File: config.mk
export PLATFORM = sky130hd
export DESIGN_NAME = wsg_div_cell
export DESIGN_NICKNAME = d
export VERILOG_FILES = /design/src/design/wsg_pkg.sv /design/src/design/wsg_div_cell.sv
export SDC_FILE = /design/constraint.sdc
export NUM_CORES = 1
export LEC_CHECK = 0
export ABC_AREA = 1
export BUFFER_PORTS_ARGS = -buffer_cell sky130_fd_sc_hd__buf_2
export CELL_PAD_IN_SITES_DETAIL_PLACEMENT = 1
export CELL_PAD_IN_SITES_GLOBAL_PLACEMENT = 1
export CORE_ASPECT_RATIO = 1.75
export CORE_MARGIN = 5
export CORE_UTILIZATION = 32
export DETAILED_ROUTE_END_ITERATION = 8
export PLACE_DENSITY = 0.78
export SLEW_MARGIN = 20
export SYNTH_ARGS = -nofsm -noshare
export SYNTH_HDL_FRONTEND = slang
export SYNTH_SLANG_ARGS = --single-unit
File: constraint.sdc
create_clock -name clk_i -period 0.8 [get_ports clk_i]
set_input_delay 0.04 -clock clk_i [delete_from_list [all_inputs] [get_ports clk_i]]
set_output_delay 0.04 -clock clk_i [all_outputs]
set_load 0.05 [all_outputs]
File: src/design/wsg_pkg.sv
// ----------------------------------------------------------------------------
// Windowed sine generator package
// Shared widths, fixed-point constants, register codes and pipeline tag.
// ----------------------------------------------------------------------------
package wsg_pkg;

  localparam int unsigned IndexWidthDef = 24;
  localparam int unsigned OutWidthDef   = 16;

  localparam int unsigned ApbDataWidth = 32;
  localparam int unsigned ApbAddrWidth = 4;

  localparam int unsigned FracBits    = 30;
  localparam int unsigned ThetaWidth  = 31;
  localparam int unsigned TermWidth   = 32;
  localparam int unsigned SumWidth    = 34;
  localparam int unsigned RecipWidth  = 30;
  localparam int unsigned DivWidth    = 8;
  localparam int unsigned NumTerms    = 6;

  localparam logic [ThetaWidth-1:0] HalfPiQ30 = 31'd1686629713;

  localparam logic [DivWidth-1:0] TermDiv [NumTerms] = '{
    8'd6, 8'd20, 8'd42, 8'd72, 8'd110, 8'd156
  };

  // floor(2^32 / TermDiv)
  localparam logic [RecipWidth-1:0] TermRecip [NumTerms] = '{
    30'd715827882, 30'd214748364, 30'd102261126,
    30'd59652323,  30'd39045157,  30'd27531841
  };

  typedef enum logic [1:0] {
    RegPeriod = 2'd0,
    RegPhase  = 2'd1,
    RegDelay  = 2'd2,
    RegEnd    = 2'd3
  } wsg_reg_e;

  typedef struct packed {
    logic valid;
    logic in_win;
    logic neg;
    logic hi;
  } wsg_tag_t;

endpackage

File: src/design/wsg_div_cell.sv
// ----------------------------------------------------------------------------
// Long division cell
// One registered restoring step: shifts the next dividend bit into the
// remainder and appends one quotient bit.
// ----------------------------------------------------------------------------
module wsg_div_cell #(
  parameter int unsigned RemWidth = wsg_pkg::IndexWidthDef,
  parameter int unsigned AccWidth = wsg_pkg::IndexWidthDef
) (
  input  logic                 clk_i,
  input  logic                 rst_ni,
  input  logic                 en_i,
  input  logic [RemWidth-1:0]  divisor_i,
  input  wsg_pkg::wsg_tag_t    tag_i,
  input  logic [RemWidth-1:0]  rem_i,
  input  logic [AccWidth-1:0]  acc_i,
  output wsg_pkg::wsg_tag_t    tag_o,
  output logic [RemWidth-1:0]  rem_o,
  output logic [AccWidth-1:0]  acc_o
);
  import wsg_pkg::*;

  logic [RemWidth:0]   shifted;
  logic [RemWidth+1:0] trial;
  logic                take;
  wsg_tag_t            tag_q;
  logic [RemWidth-1:0] rem_d, rem_q;
  logic [AccWidth-1:0] acc_d, acc_q;

  always_comb begin
    shifted = {rem_i, acc_i[AccWidth-1]};
    trial   = {1'b0, shifted} - {2'b00, divisor_i};
    take    = !trial[RemWidth+1];
    rem_d   = take ? trial[RemWidth-1:0] : shifted[RemWidth-1:0];
    acc_d   = {acc_i[AccWidth-2:0], take};
  end

  always_ff @(posedge clk_i or negedge rst_ni) begin
    if (!rst_ni) begin
      tag_q <= '0;
    end else if (en_i) begin
      tag_q <= tag_i;
    end
  end

  always_ff @(posedge clk_i) begin
    if (en_i) begin
      rem_q <= rem_d;
      acc_q <= acc_d;
    end
  end

  assign tag_o = tag_q;
  assign rem_o = rem_q;
  assign acc_o = acc_q;

endmodule

# Word level (Yosys, flattened, before mapping)

Cells that the tools add are included.

Bits in registers: 52
Bits in latches: 0
Memory bits (writable): 0
ROM bits: 0
Input bits: 79
Output and inout port bits: 52
Word-level logic and storage cells: 9
Memories kept: 0

Add/subtract/negate cells: 1
Multipliers: 0
Div/mod/pow operators: 0
Order comparisons: 0
Equality and inequality tests: 0
Shift operators: 0
Multiplexer cells: 1
Bitwise gates (word level): 0
Reductions and logical operators: 1

Operators with widths:

| cell             | number |
|---|---|
| $sub A25 B24 Y26 | 1 |
| $mux W24         | 1 |
| $logic_not A1 Y1 | 1 |

# Longest topological paths before layout

Word-level depth: 2
Depth in mapped cells: 13
Depth with buffers taken out: 13

# Least setup slack after synthesis

Ideal clock, no wire load.

Path type: in2reg
Start: input port acc_i[23]
End: register rem_q[16], in the netlist rem_o[16] (data pin)
Setup time: 0.253 ns
Arrival: 1.343 ns
Required time: 0.547 ns
Slack: -0.796 ns
Stages: 13
Path buffers: 0
Path through: inv_1 ha_1 fa_1 inv_1 nand3_1 nand3_1 nand2_1 nand2_1 nand2_1 nand2_1 nand2_1 nand3_1 nand2_1

Longest elaborated chain between the ends: 2

RTL lines:

| item                 | RTL line           | RTL |
|---|---|---|
| start, declared      | wsg_div_cell.sv:16 | `input logic [AccWidth-1:0] acc_i,` |
| $sub A25 B24 Y26     | wsg_div_cell.sv:32 | `trial = {1'b0, shifted} - {2'b00, divisor_i};` |
| $mux W24             | wsg_div_cell.sv:34 | `rem_d = take ? trial[RemWidth-1:0] : shifted[RemWidth-1:0];` |
| via rem_d[16]        | wsg_div_cell.sv:27 | `logic [RemWidth-1:0] rem_d, rem_q;` |
| end signal, assigned | wsg_div_cell.sv:48 | `rem_q <= rem_d;` |
| end, declared        | wsg_div_cell.sv:27 |  |

The timed path passes the listed nets, and every way through them passes these cells.
A chain may end at the register's enable or synchronous reset.

# Final worst setup path

Start: input port divisor_i[3]
End: register rem_q[20], in the netlist rem_o[20] (data pin)

Longest elaborated chain between the ends: 2

RTL lines:

| item             | RTL line           | RTL |
|---|---|---|
| start, declared  | wsg_div_cell.sv:13 | `input logic [RemWidth-1:0] divisor_i,` |
| $sub A25 B24 Y26 | wsg_div_cell.sv:32 |  |
| $mux W24         | wsg_div_cell.sv:34 |  |
| via rem_d[20]    | wsg_div_cell.sv:27 |  |

The timed path passes the listed nets, and every way through them passes these cells.

==> metrics <==
ys async rst share 7.69%; Post-Syn Area 0.00386 mm^2; Peak VDD IR 1.04 mV; std cell rows 53; EDFF count, synth 48; Non-Filler Instances 928; dominant cells by area after synthesis edfxtp_1 37%, nand2_1 19%, inv_1 10%; slew margin rel. 81.6%; Syn Nets 622; Ports 131; Cells after DPL 870; CP required 870 ps; slowest CP cell ha_4; endpoint class of the critical path flop; worst-path cell chain buf_6 > inv_2 > ha_4 > nand2_4 > inv_2 > nand2_2 > nand2_1 > nand2_1 > nand3_4 > nand2_4 > nand3_4 > buf_12 > nand3_4 > nand2_1; via count 4484; Synth Flop Type edfxtp_1; Fin. Hold Viols 0; worst path buffer plus inverter count 4; overall power 11.8 mW; CTS max path bufs 2; filler instances 1373; CP max stage delay 220 ps; Final Core Density 62.1%; synth cell count leaders 191 x nand2_1, 106 x inv_1, 49 x nand3_1; combinational power share 47.7%; share of cells above drive strength 1 57.1%; CP arrival 1510 ps; largest net degree at the start of global routing 18; Final ANT Viol Nets 0; core area 0.0119 mm^2; Worst Setup Start Kind primary input; placer congestion estimate 0.882; Crit Path Max Fanout 8; number of global-route vias before repair 4992; Gate Count Post-Synth 518; critical path type in2reg; post-DP HPWL 11.9 mm; dpl ws -1020 ps; Worst-Skew Late Latency 290 ps; Total GRT Usage 22.6%; RSZ-0062 raised after global routing true; switching pwr 4.49 mW; starting density of the core 32.3%; status finished, violations left; final wirelength 17.4 mm; Synth Register Bits 52; Max Clk Rate 0.694 GHz; grt total ovfl 0; area grow syn2layout 92.3%; Netlist cell types 31; final worst slack -641 ps; largest delay contributor family on the critical path simple AND/OR/NAND/NOR gates; Final Setup Violations 79; WL/cell 18.8 um; Avg Inst Size Synth 7.44 um^2; initial antenna violation count 0; Initial DRT Pass Iterations 4; Final #Nets 894; first-pass GRT wire length 25.2 mm; switching share of total power 38.1%; pins over their slew limit 0; Die X 93.0 um; register share of total power 30.0%; pwr dens 1590 mW/mm^2; vias per std cell 4.83; top-count cell post-synth nand2_1; failing checks setup timing; Worst Clk Skew 0 ps; setup tns final -20760 ps; Clock Power Share 22.3%; Ant. Diodes 0; min cycle time layout 1440 ps; worst slew pin tran 276 ps; Root Buffer clkbuf_16; die height 155 um; number of remaining DRC errors 0; post-synthesis sequential area ratio 40.0%; clock slew at reported path FFs 80 ps; period utilization 180%; Hold WC Path Type in2reg; Lkg Pwr 3.69 nW; post-synth top area cell edfxtp_1; port bufs 130; H-tree depth 2; Initial DRC Count 125; TritonCTS buffer count 5; DIE AREA 0.0144 mm^2; Syn. warnings 0; Yosys top cell area share 37.4%; cell internal pwr 7.29 mW; CTS tree yes; CTS Sinks 52; Max Cap Viol 0
[power by group through the flow]
stage	sequential, mW	combinational, mW	clock, mW
final	3.54	5.62	2.63
after global routing	3.57	5.94	2.82
after CTS	3.52	5.15	2.70
after detailed placement	3.50	4.44	0
after global placement	3.49	4.33	0
after floorplan	4.60	1.67	0
[repair_timing]
| action | in CTS | in global routing |
|---|---|---|
| endpoints found under the hold margin | 31 | 0 |
| gates cloned | 2 | 2 |
| setup buffers | 6 | 13 |
| pin swaps | 16 | 56 |
| gates resized for setup | 171 | 101 |
| setup endpoints to repair | 77 | 81 |
| hold buffers | 28 | 0 |
[logic make-up after synthesis]
group	share of synthesized area (%)
simple gates	34.2
flops	40.0
xor+xnor	2.27
buf+inv	12.0
compound gates	2.04
mux	1.17
fa+ha+maj	8.31
[state kept, by name, summed over array words and instances, names as in the netlist]
register  count
tag_o         4
rem_o        24
acc_o        24
[cell type report]
class / instances / area, um^2 / area share (%)
multi-input cells: 354 / 2700 / 36.4
repair buffers: 269 / 2370 / 32.0
flip-flops and latches: 52 / 1550 / 20.9
inverters: 108 / 453 / 6.11
well taps: 137 / 171 / 2.31
clock buffers: 5 / 125 / 1.69
clock inverters: 3 / 46.3 / 0.624
[routing by layer]
layer	global-route usage, %	share of wire [%]	up-vias
met3	2.47	3.0	47
met1	20.2	33	2143
met5	0	0	-
li1	-	-	2169
met4	9.85	4.7	0
met2	48.0	60	125
[cells in the final DEF (no fill, tap or decap), types with 9 or more instances in the layout]
cell type and instances:
nor2_2 11, buf_4 100, nor2_1 9, nand2_2 44, nand3_2 35, buf_2 56
inv_1 74, dlygate4sd3_1 28, ha_4 23, nor2_4 9, nand2_4 18, inv_2 23
edfxtp_1 48, nand2_1 136, xor2_1 9, nand3_1 15, buf_6 72
[per-stage QoR]
step | hold slack, ps | area (um^2)
after floorplan | -256 | 4400
after global placement | -158 | 5910
after detailed placement | -154 | 5910
after CTS | 51.6 | 6950
after global routing | 63.3 | 7420
final | 64.1 | 7420
[worst paths after layout]
check,from,endpoint,cells after the start,slack (ps)
min,rem_i[18],rem_o[19],3,60
min reg2reg,tag_o[2],tag_o[2],1,550
max in group asynchronous,rst_ni,tag_o[2],2,600
max reg2reg,tag_o[3],tag_o[3],1,-30
min in group asynchronous,rst_ni,tag_o[0],2,70
max,divisor_i[3],rem_o[20],14,-640
Power figures use the tool's default switching activity.
