<file path="src/design/wsg_pkg.sv">
// ----------------------------------------------------------------------------
// Windowed sine generator package
// Shared widths, fixed-point constants, register codes and pipeline tag.
// ----------------------------------------------------------------------------
package wsg_pkg;

  localparam int unsigned IndexWidthDef = 24;
  localparam int unsigned OutWidthDef   = 16;

  localparam int unsigned ApbDataWidth = 32;
  localparam int unsigned ApbAddrWidth = 4;

  localparam int unsigned FracBits    = 30;
  localparam int unsigned ThetaWidth  = 31;
  localparam int unsigned TermWidth   = 32;
  localparam int unsigned SumWidth    = 34;
  localparam int unsigned RecipWidth  = 30;
  localparam int unsigned DivWidth    = 8;
  localparam int unsigned NumTerms    = 6;

  localparam logic [ThetaWidth-1:0] HalfPiQ30 = 31'd1686629713;

  localparam logic [DivWidth-1:0] TermDiv [NumTerms] = '{
    8'd6, 8'd20, 8'd42, 8'd72, 8'd110, 8'd156
  };

  // floor(2^32 / TermDiv)
  localparam logic [RecipWidth-1:0] TermRecip [NumTerms] = '{
    30'd715827882, 30'd214748364, 30'd102261126,
    30'd59652323,  30'd39045157,  30'd27531841
  };

  typedef enum logic [1:0] {
    RegPeriod = 2'd0,
    RegPhase  = 2'd1,
    RegDelay  = 2'd2,
    RegEnd    = 2'd3
  } wsg_reg_e;

  typedef struct packed {
    logic valid;
    logic in_win;
    logic neg;
    logic hi;
  } wsg_tag_t;

endpackage

</file>
<file path="src/design/wsg_term_cell.sv">
// ----------------------------------------------------------------------------
// Taylor term cell
// Three-stage cell that derives the next sine series term from the previous
// one and folds it into the running sum.
// ----------------------------------------------------------------------------
module wsg_term_cell #(
  parameter int unsigned TermIdx = 0
) (
  input  logic                                    clk_i,
  input  logic                                    rst_ni,
  input  logic                                    en_i,
  input  wsg_pkg::wsg_tag_t                       tag_i,
  input  logic [wsg_pkg::TermWidth-1:0]           theta2_i,
  input  logic [wsg_pkg::TermWidth-1:0]           term_i,
  input  logic signed [wsg_pkg::SumWidth-1:0]     sum_i,
  output wsg_pkg::wsg_tag_t                       tag_o,
  output logic [wsg_pkg::TermWidth-1:0]           theta2_o,
  output logic [wsg_pkg::TermWidth-1:0]           term_o,
  output logic signed [wsg_pkg::SumWidth-1:0]     sum_o
);
  import wsg_pkg::*;

  localparam logic [DivWidth-1:0]   Div   = TermDiv[TermIdx];
  localparam logic [RecipWidth-1:0] Recip = TermRecip[TermIdx];
  localparam bit                    Sub   = (TermIdx % 2) == 0;
  localparam int unsigned           P1W   = 2 * TermWidth;
  localparam int unsigned           P2W   = TermWidth + RecipWidth;
  localparam int unsigned           P3W   = RecipWidth + DivWidth;

  wsg_tag_t                     tag1_q, tag2_q, tag3_q;
  logic [TermWidth-1:0]         th2_1_q, th2_2_q, th2_3_q;
  logic signed [SumWidth-1:0]   sum1_q, sum2_q, sum3_q;
  logic [TermWidth-1:0]         x1_q, x2_q, term3_q;
  logic [RecipWidth-1:0]        qe2_q;

  logic [P1W-1:0]               prod1;
  logic [P2W-1:0]               prod2;
  logic [P3W-1:0]               prod3;
  logic [TermWidth-1:0]         resid;
  logic [TermWidth-1:0]         term_d;
  logic signed [SumWidth-1:0]   sum_d;

  always_comb begin
    prod1  = P1W'(term_i) * P1W'(theta2_i);
    prod2  = P2W'(x1_q) * P2W'(Recip);
    prod3  = P3W'(qe2_q) * P3W'(Div);
    resid  = x2_q - prod3[TermWidth-1:0];
    term_d = TermWidth'(qe2_q) + TermWidth'(resid >= TermWidth'(Div));
    if (Sub) begin
      sum_d = sum2_q - $signed({{(SumWidth-TermWidth){1'b0}}, term_d});
    end else begin
      sum_d = sum2_q + $signed({{(SumWidth-TermWidth){1'b0}}, term_d});
    end
  end

  always_ff @(posedge clk_i or negedge rst_ni) begin
    if (!rst_ni) begin
      tag1_q <= '0;
      tag2_q <= '0;
      tag3_q <= '0;
    end else if (en_i) begin
      tag1_q <= tag_i;
      tag2_q <= tag1_q;
      tag3_q <= tag2_q;
    end
  end

  always_ff @(posedge clk_i) begin
    if (en_i) begin
      x1_q    <= prod1[FracBits+TermWidth-1:FracBits];
      th2_1_q <= theta2_i;
      sum1_q  <= sum_i;
      qe2_q   <= prod2[P2W-1:TermWidth];
      x2_q    <= x1_q;
      th2_2_q <= th2_1_q;
      sum2_q  <= sum1_q;
      term3_q <= term_d;
      th2_3_q <= th2_2_q;
      sum3_q  <= sum_d;
    end
  end

  assign tag_o    = tag3_q;
  assign theta2_o = th2_3_q;
  assign term_o   = term3_q;
  assign sum_o    = sum3_q;

endmodule

</file>
<file path="config.mk">
export PLATFORM = sky130hd
export DESIGN_NAME = wsg_term_cell
export DESIGN_NICKNAME = d
export VERILOG_FILES = /design/src/design/wsg_pkg.sv /design/src/design/wsg_term_cell.sv
export SDC_FILE = /design/constraint.sdc
export NUM_CORES = 2
export LEC_CHECK = 0
export BUFFER_PORTS_ARGS = -buffer_cell sky130_fd_sc_hd__buf_2
export CELL_PAD_IN_SITES_DETAIL_PLACEMENT = 0
export CELL_PAD_IN_SITES_GLOBAL_PLACEMENT = 2
export CORE_UTILIZATION = 43
export DETAILED_ROUTE_END_ITERATION = 10
export PLACE_DENSITY = 0.8
export SYNTH_ARGS = -nofsm -noshare
export SYNTH_HDL_FRONTEND = slang
export SYNTH_SLANG_ARGS = --single-unit
</file>
<file path="constraint.sdc">
create_clock -name clk_i -period 11.9 [get_ports clk_i]
set_input_delay 2.38 -clock clk_i [delete_from_list [all_inputs] [get_ports clk_i]]
set_output_delay 2.38 -clock clk_i [all_outputs]
set_load 0.05 [all_outputs]
</file>
# Yosys cells after proc, flatten, opt, wreduce, memory -nomap -nowiden
# Index checks and enable logic that the tools add are counted.
[classes]
addsub = 3
n_mul = 3
n_lt_le_gt_ge = 1
[ops]
columns = ["op", "n"]
rows = [
  ["32-bit by 32-bit multiplier with 62-bit output", 1],
  ["32-bit by 29-bit multiplier with 61-bit output (second input constant)", 1],
  ["34-bit by 32-bit subtractor with 34-bit output", 1],
  ["32-bit by 3-bit >= comparator with 1-bit output (second input constant)", 1],
  ["32-bit subtractor", 1],
  ["30-bit by 1-bit adder with 31-bit output", 1],
  ["30-bit by 2-bit multiplier with 31-bit output (second input constant)", 1],
]
[word_totals]
regBits = 336
word_cells = 29
in_bits = 105
output_inout_bits = 102

# Depth between registers and ports, before layout
[depth]
ltp_word = 5
depth_mapped = 44
depth_no_buf = 44

# Least setup slack after synthesis
# Ideal clock, no wire load.
[synth_path]
path_kind = "input port to flip-flop"
from = "input port term_i[17] in the netlist's numbering"
to = "register x1_q[31], data pin"
path_stages = 29
path_slack_ps = 2420
arrival_time_ps = 9216
setup_time_ps = 264
t_required_ps = 11636
path_buffers = 1
cell_sequence = "clkbuf_1 nand2_1 fa_1 inv_1 fa_1 inv_1 fa_1 inv_1 fa_1 inv_1 fa_1 inv_1 fa_1 fa_1 inv_1 fa_1 inv_1 ha_1 a21o_1 a21oi_1 o22ai_1 o31ai_1 a31oi_1 o211a_1 o21a_1 a21oi_1 o21bai_1 a221oi_1 xnor2_1"
[synth_via]
elab_chain_cells = 1
[synth_lines]
columns = ["element", "line_no", "source"]
rows = [
  ["start: declaration", "wsg_term_cell.sv:14", "input logic [wsg_pkg::TermWidth-1:0] term_i,"],
  ["32-bit by 32-bit multiplier with 62-bit output", "wsg_term_cell.sv:44", "prod1 = P1W'(term_i) * P1W'(theta2_i);"],
  ["net prod1[61]", "wsg_term_cell.sv:36", "logic [P1W-1:0] prod1;"],
  ["end signal: assignment", "wsg_term_cell.sv:70", "x1_q <= prod1[FracBits+TermWidth-1:FracBits];"],
  ["end: declaration", "wsg_term_cell.sv:33", "logic [TermWidth-1:0] x1_q, x2_q, term3_q;"],
]
# The timed path passes the listed nets, and every way through them passes these cells.
# A chain may end at the register's enable or synchronous reset.

# Final worst setup path
[layout_path]
from = "register qe2_q[1]"
to = "register sum3_q[31], in the netlist sum_o[31], data pin"
[layout_via]
elab_chain_cells = 5
[layout_lines]
columns = ["element", "line_no", "source"]
rows = [
  ["start: declaration", "wsg_term_cell.sv:34", "logic [RecipWidth-1:0] qe2_q;"],
  ["start signal: assignment", "wsg_term_cell.sv:73", "qe2_q <= prod2[P2W-1:TermWidth];"],
  ["30-bit by 2-bit multiplier with 31-bit output", "wsg_term_cell.sv:46", "prod3 = P3W'(qe2_q) * P3W'(Div);"],
  ["32-bit subtractor", "wsg_term_cell.sv:47", "resid = x2_q - prod3[TermWidth-1:0];"],
  ["32-bit by 3-bit >= comparator with 1-bit output", "wsg_term_cell.sv:48", "term_d = TermWidth'(qe2_q) + TermWidth'(resid >= TermWidth'(Div));"],
  ["30-bit by 1-bit adder with 31-bit output *", "wsg_term_cell.sv:48", ""],
  ["34-bit by 32-bit subtractor with 34-bit output *", "wsg_term_cell.sv:50", "sum_d = sum2_q - $signed({{(SumWidth-TermWidth){1'b0}}, term_d});"],
  ["net sum_d[31]", "wsg_term_cell.sv:41", "logic signed [SumWidth-1:0] sum_d;"],
  ["end signal: assignment", "wsg_term_cell.sv:79", "sum3_q <= sum_d;"],
  ["end: declaration", "wsg_term_cell.sv:32", "logic signed [SumWidth-1:0] sum1_q, sum2_q, sum3_q;"],
]
# Mark *: on every way through the listed nets, which the timed path passes. The rest lies on a longest branch.

==> results by group <==
Final layout
  – Highest-count cells in the layout ignoring fill and taps: inv_1, fa_1, nand2_1
  – Fillers: 13493
  – Layout area overhead: 7.44%
  – Utilization after layout: 46.7%
  – Final nets: 8165
  – Most common cell after layout, fill and taps aside: inv_1
  – Fin cells: 8064
  – Proportion of layout cells with a drive suffix above 1: 6.09%

Drt
  – Starting DRT DRC Count: 2558
  – DR WL met3: 9.91 mm
  – DRC viols: 0
  – DR vias: 41125
  – DRT Wirelength: 176 mm
  – WL met1: 78.9 mm
  – Routed vias/inst: 5.10
  – Routed Antenna Nets: 0
  – Met2 wire len: 83.4 mm
  – First drt pass iteration count: 5
  – Mean routed wirelength per cell: 21.8 um
  – Highest routed metal layer: met5

STA
  – RSZ-0062 raised after global routing: no
  – Rel. slew slack: 29.5%
  – Slew of the pin with the lowest slew margin: 1.05 ns
  – Final Hold Fails: 0
  – Fmax: 95.0 MHz
  – Setup Viol. Count Final: 0
  – Slew Limit Fails: 0
  – Crit path time final: 10.53 ns
  – Worst clock skew: 0.0309 ns
  – TNS Setup: 0 ns
  – Tcrit/Tclk final: 88.5%

Worst hold path
  – Worst Hold Class: reg -> reg
  – Hold_sp: sum1_q[33]$_DFFE_PP_

Setup path
  – Data arrival, critical path: 10.84 ns
  – CP required: 12.21 ns
  – Max stage delay cell, worst path: o21ai_0
  – R2r startpoint: qe2_q[1]$_DFFE_PP_
  – Setup slack, reg-to-reg: 1.37 ns
  – Crit start category: flop
  – CP max FO: 9
  – CP peak stage delay: 0.56 ns
  – CP startpoint: qe2_q[1]$_DFFE_PP_
  – Cell mode on critical path: ha_1
  – CP Capture Type: flop
  – Crit Path Category: reg -> reg

Logic synthesis
  – Yosys Warn Count: 0
  – Mapped Cells: 6039
  – Syn_nets: 8046
  – Async S/R FF share, synth: 3.59%
  – Post-Syn Area: 60800 um^2
  – Top FF cell, synth: edfxtp_1
  – Seq/Total Area, Yosys: 16.4%
  – EDFF count, synth: 322
  – Distinct cell type count after synthesis: 87
  – #FFs+latches synth: 334
  – Syn avg cell area: 10.1 um^2

Clocking
  – Number of gates resized after cts: 0
  – Clk_lat worst skew: 0.59 ns
  – Setup bufs post-CTS: 0
  – TritonCTS clock tree: yes
  – Clock slew at reported path FFs: 0.06 ns
  – TritonCTS Buffers: 41
  – CTS Sinks: 334
  – Clk root buf: clkbuf_16
  – Post-CTS Hold Buffers: 0
  – Htree depth: 2
  – Max Buffers Root-to-Sink: 3

Die
  – Initial Util: 43.5%
  – Rows: 137
  – Die width: 378 um
  – Die Area: 143000 um^2
  – I/O pin cnt: 207
  – Die Y: 378 um
  – Core area: 140000 um^2

Place
  – Final GP Congestion: 0.911
  – Count of buffers from port buffering: 205
  – Placed cells: 7991
  – Detailed placer's ending HPWL: 145 mm

Global routing
  – Grt total ovfl: 0
  – Total track usage: 25.5%
  – First-pass GRT wire length: 272 mm
  – Initial antenna violation count: 5
  – Largest net degree at the start of global routing: 169
  – Vias in the first global route: 44029

Status
  – Status: finished clean

Run
  – MaxCap Viol Count: 0
[cells in the mapped netlist, types with 5 or more instances]
master / number / area [um^2]
inv_1: 1556 / 5840
fa_1: 1228 / 24600
nand2_1: 859 / 3220
ha_1: 674 / 8430
edfxtp_1: 322 / 9670
and2_1: 261 / 1630
clkbuf_1: 196 / 736
a21oi_1: 121 / 606
xnor2_1: 102 / 893
a21o_1: 91 / 683
nor2_1: 89 / 334
o21ai_0: 75 / 375
xor2_1: 56 / 490
nand3_1: 33 / 165
nand2b_1: 26 / 163
nand4_1: 24 / 150
o21a_1: 24 / 180
nor2b_1: 23 / 144
and3_1: 21 / 131
nor3_1: 17 / 85.1
a31oi_1: 16 / 100
o21bai_1: 15 / 113
a211oi_1: 14 / 105
mux2_2: 13 / 146
dfrtp_1: 12 / 300
o211ai_1: 11 / 82.6
and4_1: 9 / 78.8
a2111oi_0: 8 / 70.1
a211o_1: 8 / 70.1
nor4_1: 8 / 50.1
o2111ai_1: 8 / 70.1
a221oi_1: 7 / 61.3
o31ai_1: 6 / 45.0
a311oi_1: 5 / 43.8
mux2i_1: 5 / 50.1
nand3b_1: 5 / 37.5
o221ai_1: 5 / 43.8
[per-layer routing]
metal	up-vias	track usage, %
li1	18598	-
met3	176	2.98
met1	21214	35.8
met5	-	0
met2	1133	42.3
met4	4	5.20
[cells by family after synthesis]
| logic type | count (synthesis) | share of synthesized area, % |
|---|---|---|
| AO/OA/AOI/OAI | 464 | 5.15 |
| XOR/XNOR | 161 | 2.38 |
| adder cells (fa/ha/maj) | 1905 | 54.4 |
| buffers and inverters | 1758 | 10.9 |
| flip-flops | 334 | 16.4 |
| multiplexers | 18 | 0.323 |
| other | 1 | 0.00617 |
| AND/OR/NAND/NOR | 1398 | 10.5 |
[area by class of cell]
class / count / area, um^2 / share of cell area [%]
flip-flops and latches: 334 / 9970 / 15.3
inverters: 1556 / 5840 / 8.94
multi-input cells: 3947 / 44200 / 67.7
repair buffers: 278 / 1610 / 2.46
well taps: 1876 / 2350 / 3.59
diodes: 2 / 5.00 / 0.00766
clock inverters: 25 / 255 / 0.391
clock buffers: 46 / 1070 / 1.63
[critical path: cells and delay by family (launching register included)]
| family | cells | cell delay (ns) |
|---|---|---|
| compound gates | 24 | 6.35 |
| fa+ha+maj | 6 | 2.05 |
| simple gates | 6 | 1.02 |
| xor+xnor | 1 | 0.18 |
| buf+inv | 1 | 0.18 |
| flops | 1 | 0.47 |
[per-stage QoR]
stage                     hold WS (ns)  setup WS, ns  area, um^2
after floorplan                  0.400          2.42       60800
after global placement           0.400          1.08       64000
after detailed placement         0.405          1.04       64000
after CTS                        0.403          1.21       65300
after global routing             0.415         0.512       65300
final                            0.408          1.37       65300
[registers in the layout (all words and copies together), names as in the netlist, 30 cells and up]
name / cells
qe2_q: 30
sum1_q: 34
sum2_q: 34
sum_o: 34
term_o: 31
th2_1_q: 32
th2_2_q: 32
theta2_o: 32
x1_q: 32
x2_q: 31
[path summary, 6_finish.rpt]
check / to / cells after the start
setup / recovery: sum_o[31]$_DFFE_PP_ / 38
hold / removal: sum2_q[33]$_DFFE_PP_ / 0
setup reg to reg: sum_o[31]$_DFFE_PP_ / 38
hold reg to reg: sum2_q[33]$_DFFE_PP_ / 0
max in group asynchronous: tag2_q[3]$_DFFE_PN0P_ / 1
min in group asynchronous: tag2_q[1]$_DFFE_PN0P_ / 1
Power is left out: the tool's default activity adds up to more than one toggle a clock period on the data nets, which glitch-free logic cannot reach.
